--- config.mk ---
export PLATFORM = sky130hd
export DESIGN_NAME = ipv4_receive_header_classifier_flat
export DESIGN_NICKNAME = d
export VERILOG_FILES = /design/src/rtl/ipv4rx_pkg.sv /design/src/rtl/ipv4rx_in_if.sv /design/src/rtl/ipv4rx_out_if.sv /design/src/rtl/ipv4rx_hdr_acc.sv /design/src/rtl/ipv4_receive_header_classifier.sv /design/src/flat_wrapper.sv
export SDC_FILE = /design/constraint.sdc
export NUM_CORES = 1
export LEC_CHECK = 0
export BUFFER_PORTS_ARGS = -buffer_cell sky130_fd_sc_hd__buf_2
export CORE_UTILIZATION = 60
export DETAILED_ROUTE_END_ITERATION = 7
export GPL_TIMING_DRIVEN = 0
export PLACE_DENSITY = 0.85
export SYNTH_ARGS = -nofsm -noshare
export SYNTH_HDL_FRONTEND = slang
export SYNTH_SLANG_ARGS = --single-unit
--- constraint.sdc ---
create_clock -name clk_i -period 8.36 [get_ports clk_i]
set_input_delay 0.836 -clock clk_i [delete_from_list [all_inputs] [get_ports clk_i]]
set_output_delay 0.836 -clock clk_i [all_outputs]
set_load 0.02 [all_outputs]
--- src/rtl/ipv4rx_pkg.sv ---
package ipv4rx_pkg;

  typedef enum logic [3:0] {
    V_WHOLE   = 4'd0,
    V_REASM   = 4'd1,
    V_FORWARD = 4'd2,
    V_STOPPED = 4'd3,
    V_SHORT   = 4'd4,
    V_VERSION = 4'd5,
    V_HDRLEN  = 4'd6,
    V_CHKSUM  = 4'd7,
    V_TOTLEN  = 4'd8,
    V_NOTADDR = 4'd9
  } verdict_e;

  localparam logic [1:0] CFG_LOCAL_ADDR = 2'd0;
  localparam logic [1:0] CFG_ROUTING_EN = 2'd1;
  localparam logic [1:0] CFG_IF_STOPPED = 2'd2;

  localparam int unsigned CfgIdxW  = 2;
  localparam int unsigned CfgDataW = 32;

  // Header fields and frame totals as they stand after the final byte.
  typedef struct packed {
    logic [15:0] frame_len;
    logic [16:0] csum;
    logic [7:0]  ver_ihl;
    logic [15:0] total_len;
    logic [15:0] frag_word;
    logic [7:0]  ttl;
    logic [31:0] dest;
  } hdr_snap_t;

endpackage

--- src/rtl/ipv4rx_in_if.sv ---
interface ipv4rx_in_if;
  logic       valid;
  logic       ready;
  logic [7:0] byte_value;
  logic       last_byte;

  modport source (output valid, output byte_value, output last_byte, input ready);
  modport sink   (input valid, input byte_value, input last_byte, output ready);
endinterface

--- src/rtl/ipv4rx_out_if.sv ---
interface ipv4rx_out_if;
  logic        valid;
  logic        ready;
  logic [3:0]  verdict;
  logic [5:0]  header_length;
  logic [15:0] payload_length;
  logic [7:0]  ttl_out;

  modport source (output valid, output verdict, output header_length,
                  output payload_length, output ttl_out, input ready);
  modport sink   (input valid, input verdict, input header_length,
                  input payload_length, input ttl_out, output ready);
endinterface

--- src/rtl/ipv4rx_hdr_acc.sv ---
module ipv4rx_hdr_acc
  import ipv4rx_pkg::*;
(
  input  logic       clk_i,
  input  logic       rst_ni,
  input  logic       accept_i,
  input  logic [7:0] byte_i,
  input  logic       last_i,
  output hdr_snap_t  snap_o
);

  logic [15:0] cnt_q, cnt_d;
  logic [16:0] sum_q, sum_d;
  logic [7:0]  hold_q, hold_d;
  logic [7:0]  vihl_q, vihl_d;
  logic [15:0] tlen_q, tlen_d;
  logic [15:0] frag_q, frag_d;
  logic [7:0]  ttl_q, ttl_d;
  logic [31:0] dest_q, dest_d;
  logic [5:0]  hlen;
  logic [15:0] word;

  always_comb begin
    cnt_d  = cnt_q;
    sum_d  = sum_q;
    hold_d = hold_q;
    vihl_d = vihl_q;
    tlen_d = tlen_q;
    frag_d = frag_q;
    ttl_d  = ttl_q;
    dest_d = dest_q;

    if (cnt_q == 16'd0) begin
      vihl_d = byte_i;
    end
    hlen = {vihl_d[3:0], 2'b00};
    word = {hold_q, byte_i};

    if (cnt_q < {10'd0, hlen}) begin
      if (!cnt_q[0]) begin
        hold_d = byte_i;
      end else begin
        sum_d = {1'b0, sum_q[15:0]} + {16'd0, sum_q[16]} + {1'b0, word};
      end
    end

    case (cnt_q)
      16'd2:   tlen_d = {byte_i, tlen_q[7:0]};
      16'd3:   tlen_d = {tlen_q[15:8], byte_i};
      16'd6:   frag_d = {byte_i, frag_q[7:0]};
      16'd7:   frag_d = {frag_q[15:8], byte_i};
      16'd8:   ttl_d  = byte_i;
      16'd16, 16'd17, 16'd18, 16'd19: dest_d = {dest_q[23:0], byte_i};
      default: ;
    endcase

    // saturates: the frame length is taken as 65535 beyond that
    if (cnt_q != 16'hFFFF) begin
      cnt_d = cnt_q + 16'd1;
    end

    snap_o.frame_len = cnt_d;
    snap_o.csum      = sum_d;
    snap_o.ver_ihl   = vihl_d;
    snap_o.total_len = tlen_d;
    snap_o.frag_word = frag_d;
    snap_o.ttl       = ttl_d;
    snap_o.dest      = dest_d;
  end

  always_ff @(posedge clk_i or negedge rst_ni) begin
    if (!rst_ni) begin
      cnt_q  <= '0;
      sum_q  <= '0;
      hold_q <= '0;
      vihl_q <= '0;
      tlen_q <= '0;
      frag_q <= '0;
      ttl_q  <= '0;
      dest_q <= '0;
    end else if (accept_i) begin
      if (last_i) begin
        cnt_q  <= '0;
        sum_q  <= '0;
        hold_q <= '0;
        vihl_q <= '0;
        tlen_q <= '0;
        frag_q <= '0;
        ttl_q  <= '0;
        dest_q <= '0;
      end else begin
        cnt_q  <= cnt_d;
        sum_q  <= sum_d;
        hold_q <= hold_d;
        vihl_q <= vihl_d;
        tlen_q <= tlen_d;
        frag_q <= frag_d;
        ttl_q  <= ttl_d;
        dest_q <= dest_d;
      end
    end
  end

endmodule

--- src/rtl/ipv4_receive_header_classifier.sv ---
// IPv4 receive header classifier.
// Throughput: one packet byte per cycle, including back-to-back frames, except
//   when the output stalls and both snapshot and result stages are full.
// Each frame passes the header snapshot register, then the result register.
// Reset (rst_ni, async, active low) clears the accumulator, the config registers
//   and both valid flags (not snapshot/result data); no clearing pass is needed.
module ipv4_receive_header_classifier
  import ipv4rx_pkg::*;
(
  input  logic                clk_i,
  input  logic                rst_ni,
  ipv4rx_in_if.sink           in_if,
  ipv4rx_out_if.source        out_if,
  input  logic                cfg_we_i,
  input  logic [CfgIdxW-1:0]  cfg_idx_i,
  input  logic [CfgDataW-1:0] cfg_data_i
);

  // ---------------------------------------------------------------------
  // Configuration registers. User writes only while block is idle; not enforced.
  // ---------------------------------------------------------------------
  logic [31:0] local_addr_q;
  logic        routing_en_q;
  logic        if_stopped_q;

  always_ff @(posedge clk_i or negedge rst_ni) begin
    if (!rst_ni) begin
      local_addr_q <= '0;
      routing_en_q <= 1'b0;
      if_stopped_q <= 1'b0;
    end else if (cfg_we_i) begin
      case (cfg_idx_i)
        CFG_LOCAL_ADDR: local_addr_q <= cfg_data_i[31:0];
        CFG_ROUTING_EN: routing_en_q <= cfg_data_i[0];
        CFG_IF_STOPPED: if_stopped_q <= cfg_data_i[0];
        default: ;  // unmapped index, ignored
      endcase
    end
  end

  // ---------------------------------------------------------------------
  // Handshake. Three-deep flow: byte accumulator -> snapshot -> result.
  // The snapshot moves on whenever the result register is empty or
  // being drained, so input stalls only when both stages are full.
  // ---------------------------------------------------------------------
  logic      in_acc;
  logic      out_free;
  logic      snap_adv;
  logic      snap_vld_q;
  hdr_snap_t snap_next;
  hdr_snap_t snap_q;

  assign out_free    = !out_if.valid || out_if.ready;
  assign snap_adv    = snap_vld_q && out_free;
  assign in_if.ready = !snap_vld_q || snap_adv;
  assign in_acc      = in_if.valid && in_if.ready;

  // Per-byte accumulation: count, header checksum, field capture.
  ipv4rx_hdr_acc u_acc (
    .clk_i    (clk_i),
    .rst_ni   (rst_ni),
    .accept_i (in_acc),
    .byte_i   (in_if.byte_value),
    .last_i   (in_if.last_byte),
    .snap_o   (snap_next)
  );

  always_ff @(posedge clk_i or negedge rst_ni) begin
    if (!rst_ni) begin
      snap_vld_q <= 1'b0;
    end else if (in_acc && in_if.last_byte) begin
      snap_vld_q <= 1'b1;
    end else if (snap_adv) begin
      snap_vld_q <= 1'b0;
    end
  end

  always_ff @(posedge clk_i) begin
    if (in_acc && in_if.last_byte) begin
      snap_q <= snap_next;
    end
  end

  // ---------------------------------------------------------------------
  // Verdict logic on the snapshot.
  // ---------------------------------------------------------------------
  logic [5:0]  hlen;
  logic [16:0] fold1;
  logic [16:0] fold2;
  logic        csum_ok;
  logic        addressed;
  verdict_e    verdict;
  logic [15:0] payload;
  logic [7:0]  ttl_res;

  always_comb begin
    hlen    = {snap_q.ver_ihl[3:0], 2'b00};
    // two end-around-carry folds of the 17-bit running sum
    fold1   = {1'b0, snap_q.csum[15:0]} + {16'd0, snap_q.csum[16]};
    fold2   = {1'b0, fold1[15:0]} + {16'd0, fold1[16]};
    csum_ok = (fold2 == 17'h0FFFF);
    // all-ones destination is treated as broadcast
    addressed = (snap_q.dest == local_addr_q) || (snap_q.dest == 32'hFFFF_FFFF);
    payload = snap_q.total_len - {10'd0, hlen};
    ttl_res = snap_q.ttl;

    if (if_stopped_q) begin
      verdict = V_STOPPED;
    end else if (snap_q.frame_len < 16'd20) begin
      verdict = V_SHORT;
    end else if (snap_q.ver_ihl[7:4] != 4'd4) begin
      verdict = V_VERSION;
    end else if ({10'd0, hlen} > snap_q.frame_len) begin
      verdict = V_HDRLEN;
    end else if (!csum_ok) begin
      verdict = V_CHKSUM;
    end else if (snap_q.total_len > snap_q.frame_len) begin
      verdict = V_TOTLEN;
    end else if (!addressed) begin
      if (!routing_en_q || snap_q.ttl == 8'd0) begin
        verdict = V_NOTADDR;
      end else begin
        verdict = V_FORWARD;
        ttl_res = snap_q.ttl - 8'd1;
      end
    end else if (snap_q.frag_word[13:0] == 14'd0) begin
      // MF clear and offset zero
      verdict = V_WHOLE;
    end else begin
      verdict = V_REASM;
    end

    // drop verdicts report no payload and no TTL
    if (verdict != V_WHOLE && verdict != V_REASM && verdict != V_FORWARD) begin
      payload = '0;
      ttl_res = '0;
    end
  end

  // ---------------------------------------------------------------------
  // Result register.
  // ---------------------------------------------------------------------
  logic        out_vld_q;
  logic [3:0]  out_verdict_q;
  logic [5:0]  out_hlen_q;
  logic [15:0] out_payload_q;
  logic [7:0]  out_ttl_q;

  always_ff @(posedge clk_i or negedge rst_ni) begin
    if (!rst_ni) begin
      out_vld_q <= 1'b0;
    end else if (snap_adv) begin
      out_vld_q <= 1'b1;
    end else if (out_if.ready) begin
      out_vld_q <= 1'b0;
    end
  end

  always_ff @(posedge clk_i) begin
    if (snap_adv) begin
      out_verdict_q <= verdict;
      out_hlen_q    <= hlen;
      out_payload_q <= payload;
      out_ttl_q     <= ttl_res;
    end
  end

  assign out_if.valid          = out_vld_q;
  assign out_if.verdict        = out_verdict_q;
  assign out_if.header_length  = out_hlen_q;
  assign out_if.payload_length = out_payload_q;
  assign out_if.ttl_out        = out_ttl_q;

  // ---------------------------------------------------------------------
  // Assertions
  // ---------------------------------------------------------------------
  // Input backpressure only when both snapshot and result stages are full.
  a_stall_only_full: assert property (@(posedge clk_i) disable iff (!rst_ni)
    !in_if.ready |-> (snap_vld_q && out_vld_q))
    else $error("input stalled with a free stage");

  // A last-byte transaction always lands in the snapshot stage.
  a_last_to_snap: assert property (@(posedge clk_i) disable iff (!rst_ni)
    (in_acc && in_if.last_byte) |=> snap_vld_q)
    else $error("final byte lost before snapshot");

  // Drop verdicts carry zero payload length and TTL.
  a_drop_zero: assert property (@(posedge clk_i) disable iff (!rst_ni)
    (out_vld_q && out_verdict_q != V_WHOLE && out_verdict_q != V_REASM &&
     out_verdict_q != V_FORWARD) |-> (out_payload_q == 16'd0 && out_ttl_q == 8'd0))
    else $error("drop verdict with nonzero payload or ttl");

endmodule

--- src/flat_wrapper.sv ---
// flat-port wrapper written by rule: the top's interface ports become plain ports
module ipv4_receive_header_classifier_flat import ipv4rx_pkg::*;
  (clk_i, rst_ni, cfg_we_i, cfg_idx_i, cfg_data_i, in_if_valid, in_if_byte_value, in_if_last_byte, in_if_ready, out_if_valid, out_if_verdict, out_if_header_length, out_if_payload_length, out_if_ttl_out, out_if_ready);
  ipv4rx_in_if in_if_i ();
  ipv4rx_out_if out_if_i ();
  input  logic clk_i;
  input  logic rst_ni;
  input  logic cfg_we_i;
  input  logic [CfgIdxW-1:0] cfg_idx_i;
  input  logic [CfgDataW-1:0] cfg_data_i;
  input wire logic [$bits(in_if_i.valid)-1:0] in_if_valid;
  input wire logic [$bits(in_if_i.byte_value)-1:0] in_if_byte_value;
  input wire logic [$bits(in_if_i.last_byte)-1:0] in_if_last_byte;
  output wire logic [$bits(in_if_i.ready)-1:0] in_if_ready;
  output wire logic [$bits(out_if_i.valid)-1:0] out_if_valid;
  output wire logic [$bits(out_if_i.verdict)-1:0] out_if_verdict;
  output wire logic [$bits(out_if_i.header_length)-1:0] out_if_header_length;
  output wire logic [$bits(out_if_i.payload_length)-1:0] out_if_payload_length;
  output wire logic [$bits(out_if_i.ttl_out)-1:0] out_if_ttl_out;
  input wire logic [$bits(out_if_i.ready)-1:0] out_if_ready;
  assign in_if_i.valid = in_if_valid;
  assign in_if_i.byte_value = in_if_byte_value;
  assign in_if_i.last_byte = in_if_last_byte;
  assign in_if_ready = in_if_i.ready;
  assign out_if_valid = out_if_i.valid;
  assign out_if_verdict = out_if_i.verdict;
  assign out_if_header_length = out_if_i.header_length;
  assign out_if_payload_length = out_if_i.payload_length;
  assign out_if_ttl_out = out_if_i.ttl_out;
  assign out_if_i.ready = out_if_ready;
  ipv4_receive_header_classifier u_core (.clk_i(clk_i), .rst_ni(rst_ni), .in_if(in_if_i), .out_if(out_if_i), .cfg_we_i(cfg_we_i), .cfg_idx_i(cfg_idx_i), .cfg_data_i(cfg_data_i));
endmodule
Word-level counts from Yosys, hierarchy flattened
Cells that the tools add are included.
- register bits after elaboration: 300
- bits in latches: 0
- memory bits (writable): 0
- bits in read-only memories: 0
- bits of input ports: 48
- memories kept: 0
- add/sub/neg operators: 7
- multipliers: 0
- div/mod/pow operators: 0
- $lt $le $gt $ge: 4
- equal/unequal tests: 19
- shift-type cells: 0
- mux-type cells: 39
- bitwise operators: 0
- reductions and logical operators: 25
- operators with widths (cell ; number):
    $mux W8 ; 15
    $eq A16 B5 Y1 const B ; 4
    $mux W16 ; 4
    $mux W32 ; 2
    $pmux W16 S2 ; 2
    $add A16 B1 Y17 ; 3
    $mux W17 ; 3
    $eq A16 B2 Y1 const B ; 2
    $eq A16 B3 Y1 const B ; 2
    $eq A32 B32 Y1 ; 1
    $eq A32 B32 Y1 const B ; 1
    $mux W4 ; 8
    $add A17 B16 Y17 ; 1
    $eq A17 B16 Y1 const B ; 1
    $add A16 B1 Y16 const B ; 1
    $eq A16 B4 Y1 const B ; 1
    $gt A16 B16 Y1 ; 1
    $gt A6 B16 Y1 ; 1
    $logic_not A16 Y1 ; 1
    $lt A16 B5 Y1 const B ; 1
    $lt A16 B6 Y1 ; 1
    $ne A16 B16 Y1 const B ; 1
    $sub A16 B6 Y16 ; 1
    $logic_not A14 Y1 ; 1
    other kinds (18) ; 35

Logic depth before layout (Yosys ltp)
- depth after elaboration: 13
- depth in mapped cells: 18
- mapped depth without buffers: 16

By module
Synthesis repeated with hierarchy kept, for this count alone.
- cell total of the unflattened synthesis: 1276
- area, all modules: 15259.6 um^2
- by module, submodules not included (module ; times used ; cells an instance ; area each (um^2) ; sequential area each (um^2)):
    ipv4_receive_header_classifier ; 1 ; 570 ; 8049.0 ; 5195.0
    ipv4rx_hdr_acc ; 1 ; 706 ; 7210.7 ; 3027.9

Worst setup path before layout
No wires, ideal clock.
- kind: input port to flip-flop
- start: input port out_if_ready
- end: register u_core.snap_q, in the netlist u_core.hlen[2] (enable)
- library setup time: 583 ps
- arrival: 6427 ps
- data required time: 7777 ps
- slack: 1350 ps
- stages: 6
- buffers on the path: 3
- cells stage by stage: nand3b_1 nand2_1 clkbuf_1 clkbuf_1 clkbuf_1 nor2_1
- longest elaborated chain between the ends: 5
- ends and longest elaborated chain (what ; line ; RTL):
    start, declared ; flat_wrapper.sv:20 ; input wire logic [$bits(out_if_i.ready)-1:0] out_if_ready;
    $logic_or A1 B1 Y1 ; ipv4_receive_header_classifier.sv:53 ; assign out_free = !out_if.valid || out_if.ready;
    $logic_and A1 B1 Y1 ; ipv4_receive_header_classifier.sv:54 ; assign snap_adv = snap_vld_q && out_free;
    $logic_or A1 B1 Y1 ; ipv4_receive_header_classifier.sv:55 ; assign in_if.ready = !snap_vld_q || snap_adv;
    $logic_and A1 B1 Y1 ; ipv4_receive_header_classifier.sv:56 ; assign in_acc = in_if.valid && in_if.ready;
    $logic_and A1 B1 Y1 ; ipv4_receive_header_classifier.sv:79 ; if (in_acc && in_if.last_byte) begin
    end signal, assigned ; ipv4_receive_header_classifier.sv:80 ; snap_q <= snap_next;
    end, declared ; ipv4_receive_header_classifier.sv:51 ; hdr_snap_t snap_q;
No other way between the ends.
A chain may end at the register's enable or synchronous reset.

Worst setup path in the final report
- start: register u_core.u_acc.cnt_q[13]
- end: register u_core.u_acc.sum_q[4]
- longest elaborated chain between the ends: 5
- ends and longest elaborated chain (what ; line ; RTL):
    start, declared ; ipv4rx_hdr_acc.sv:12 ; logic [15:0] cnt_q, cnt_d;
    start signal, assigned ; ipv4rx_hdr_acc.sv:92 ; cnt_q <= cnt_d;
    $logic_not A16 Y1 ; ipv4rx_hdr_acc.sv:33 ; if (cnt_q == 16'd0) begin
    $mux W8 ; ipv4rx_hdr_acc.sv:33 ;
    $lt A16 B6 Y1 * ; ipv4rx_hdr_acc.sv:39 ; if (cnt_q < {10'd0, hlen}) begin
    $mux W17 * ; ipv4rx_hdr_acc.sv:39 ;
    $mux W17 * ; ipv4rx_hdr_acc.sv:82 ; if (last_i) begin
    end signal, assigned ; ipv4rx_hdr_acc.sv:93 ; sum_q <= sum_d;
    end, declared ; ipv4rx_hdr_acc.sv:13 ; logic [16:0] sum_q, sum_d;
Every way passes the cells marked *; elsewhere a longest branch is shown, timed or not.

==> metrics.csv <==
stage;metric;value;unit
status;outcome;complete, no violations;
setup_path;crit-path cells;buf_2 -> nor4_1 -> nand3_1 -> or3_1 -> buf_2 -> nor4b_4 -> mux2i_1 -> ha_1 -> a211oi_1 -> nor2_1 -> or3_1 -> clkbuf_1 -> nor2_1 -> a22oi_1 -> o21ai_0;
timing;Clock Skews;0.02041;ns
die;core area;24320;um2
detailed_routing;post-DR wirelength/cell;20.87;um
hold_path;Min-Delay Path Class;in -> async;
timing;part of the cycle the worst path needs;63.11;%
power_and_ir_drop;Sw Pwr;1135;uW
cts;CTS max path bufs;3;
timing;Achievable Freq;189.5;MHz
setup_path;Slowest cell on crit path;nor4b_4;
power_and_ir_drop;Pwr per Cell Area;234.9;nW/um2
cts;CTS clk-pin slew, worst paths;0.07;ns
setup_path;Worst Path Required;8.84;ns
setup_path;Largest delay share family, worst path;simple AND/OR/NAND/NOR gates;
layout;layout net count;1489;
setup_path;crit end category;register;
setup_path;Worst Path Class, Setup;reg -> reg;
logic_synthesis;EDFF count, synth;143;
layout;Ant. Diodes;0;
placed_design;gpl congestion;0.9200;
cts;Post-CTS Repair Setup Buffers;0;
placed_design;post-place instance area;15820;um2
job;# Max-Cap Violations;0;
detailed_routing;Initial DRC Count;883;
setup_path;Buf/Inv on CP;3;
power_and_ir_drop;Reg power frac;45.8;%
timing;final worst path period need;5.276;ns
timing;Max Slew Vio Count;0;
logic_synthesis;Syn. warnings;0;
grt;Total GRT Usage;28.71;%
power_and_ir_drop;Switching Share;28.74;%
logic_synthesis;main area contributors after synthesis;edfxtp_1 (29%), dfrtp_1 (26%), mux2_2 (6.6%);
timing;final hold vios;0;
detailed_routing;antenna-violating nets left;0;
timing;RSZ-0062 raised after global routing;no;
logic_synthesis;cell with the most instances after synthesis;dfrtp_1;
logic_synthesis;flops & latches, synth;298;
logic_synthesis;sequential-to-total area share from yosys stat;54.85;%
logic_synthesis;Async SR Flop Fraction;52.01;%
grt;largest net degree at the start of global routing;93;
cts;CTS Hold Buffers Added;0;
setup_path;slowest stage delay, CP;0.74;ns
cts;CTS tree;built;
timing;Min Hold Slack;0.3233;ns
die;# IOs;84;
cts;CTS root buf;clkbuf_16;
cts;Clk Latency, worst-skew pair;0.57;ns
power_and_ir_drop;clock power share;34.6;%
power_and_ir_drop;Pint;2815;uW
logic_synthesis;synth cell count leaders;dfrtp_1 (155), edfxtp_1 (143), nand2_1 (121), o21ai_0 (99), mux2_2 (87);
power_and_ir_drop;Leak Pwr;0.006993;uW
die;row cnt;57;
cts;CTS Sinks;298;
detailed_routing;Total Wirelength;36140;um
grt;vias in the first global route;10850;
die;Initial Util;61.27;%
die;die width;159.6;um
logic_synthesis;syn avg cell area;11.74;um2
layout;Final Cell Area;16820;um2
placed_design;dpl ws;3.347;ns
layout;P&R area growth vs syn;12.88;%
cts;# H-tree levels;1;
timing;crit path setup slack, layout;3.084;ns
timing;Finish-stage setup viols;0;
cts;cts bufs inserted;29;
logic_synthesis;count of cell types in the netlist;71;
timing;Slew headroom;15.58;%
detailed_routing;Via density;6.268;
cts;Resized Gates After CTS;0;
layout;final core utilization;69.16;%
logic_synthesis;Synth top area share;28.82;%
logic_synthesis;Yosys top cell by area;edfxtp_1;
detailed_routing;router iterations before antenna repair;6;
logic_synthesis;Mapped Cells;1269;
setup_path;CP arrival;5.75;ns
placed_design;PortBufs;80;
timing;Tightest Pin Transition;1.255;ns
logic_synthesis;Cell Area, Synth;14900;um2
grt;Remaining Overflow, GRT;0;
detailed_routing;DRC;0;
placed_design;post-detail-place hpwl;25310;um
die;die height;159.6;um
setup_path;Worst Setup Start Kind;register;
power_and_ir_drop;Peak VDD IR;0.1759;mV
power_and_ir_drop;Logic pwr share;19.6;%
setup_path;crit-path max FO;10;
die;die area;25470;um2
grt;global-route wire length before repair;57310;um
grt;antenna violations before repair;0;
detailed_routing;via count;10860;
layout;share of cells above drive strength 1;17.76;%
logic_synthesis;ys flop type;dfrtp_1;
[placed cells by master (no fill, tap or decap), drive strengths merged, types with 26 or more instances in the layout]
cell type and count:
dfrtp 155, edfxtp 143, nand2 121, o21ai 101, buf 97, mux2 87, clkbuf 84, a22o 83
nor2 56, ha 53, xor2 52, inv 43, a21oi 33, nor4 27, xnor2 26
[per-layer routing]
metal	global-route usage (%)	vias to the layer above	wire (um)
li1	-	4942	-
met1	37.49	5313	14530
met2	46.82	484	17200
met3	4.611	117	2655
met4	14.38	0	1749
met5	0	-	0
[layout make-up]
class | count | area (um2)
Buffer | 58 | 252.7
Clock buffer | 39 | 804.5
Clock inverter | 15 | 195.2
Fill cell | 1593 | 7500
Inverter | 42 | 157.7
Multi-Input combinational cell | 872 | 6330
Sequential cell | 298 | 8173
Tap cell | 324 | 405.4
Timing Repair Buffer | 84 | 501.7
[power groups by stage]
stage,clock [uW],sequential [uW],combinational (uW)
2_1_floorplan,0,1820,535
3_3_place_gp,0,1830,716
3_5_place_dp,0,1830,754
4_1_cts,1370,1810,765
5_1_grt,1430,1820,852
6_report,1360,1810,776
[state kept, by name, indices dropped and copies added, names as in the netlist]
register                      flops
u_core.snap_q                   107
u_core.u_acc.hold_q               8
u_core.out_if.valid               1
u_core.routing_en_q               1
u_core.u_acc.sum_q               17
u_core.out_if.header_length       4
u_core.local_addr_q              32
u_core.u_acc.cnt_q               16
u_core.u_acc.vihl_q               8
u_core.u_acc.dest_q              32
u_core.u_acc.tlen_q              16
u_core.out_if.ttl_out             8
u_core.out_if.verdict             4
u_core.u_acc.frag_q              14
u_core.out_if.payload_length     16
u_core.hlen                       4
u_core.snap_vld_q                 1
u_core.u_acc.ttl_q                8
u_core.if_stopped_q               1
[metrics by stage]
stage | TNS [ns] | cells | total power [uW]
5_1_grt | 0 | 1732 | 4109
2_1_floorplan | 0 | 1270 | 2352
4_1_cts | 0 | 1732 | 3944
6_report | 0 | 1732 | 3951
3_5_place_dp | 0 | 1678 | 2587
3_3_place_gp | -89.45 | 1674 | 2546
[final timing paths]
check                                         from                       to  slack, ns  cells after the start
max in group asynchronous                   rst_ni    u_core.u_acc.sum_q[2]       7.15                      2
hold / removal                              rst_ni      u_core.routing_en_q       0.32                      1
min in group clk_i         u_core.u_acc.tlen_q[11]  u_core.u_acc.tlen_q[11]       0.49                      2
setup / recovery            u_core.u_acc.cnt_q[13]    u_core.u_acc.sum_q[4]       3.08                     15
hold reg to reg            u_core.u_acc.tlen_q[11]  u_core.u_acc.tlen_q[11]       0.49                      2
setup reg to reg            u_core.u_acc.cnt_q[13]    u_core.u_acc.sum_q[4]       3.08                     15
[cell families (layout without fill, tap and decap cells)]
group	Yosys count	count (layout)	synth area share (%)
buf+inv	100	238	2.754
flops	298	298	54.85
other cells	1	2	0.02517
mux	93	93	6.978
xor+xnor	78	78	4.585
simple gates	356	356	12.57
fa+ha+maj	56	56	4.854
compound gates	287	287	13.39
Note: power is estimated with default switching activity, not from simulation.
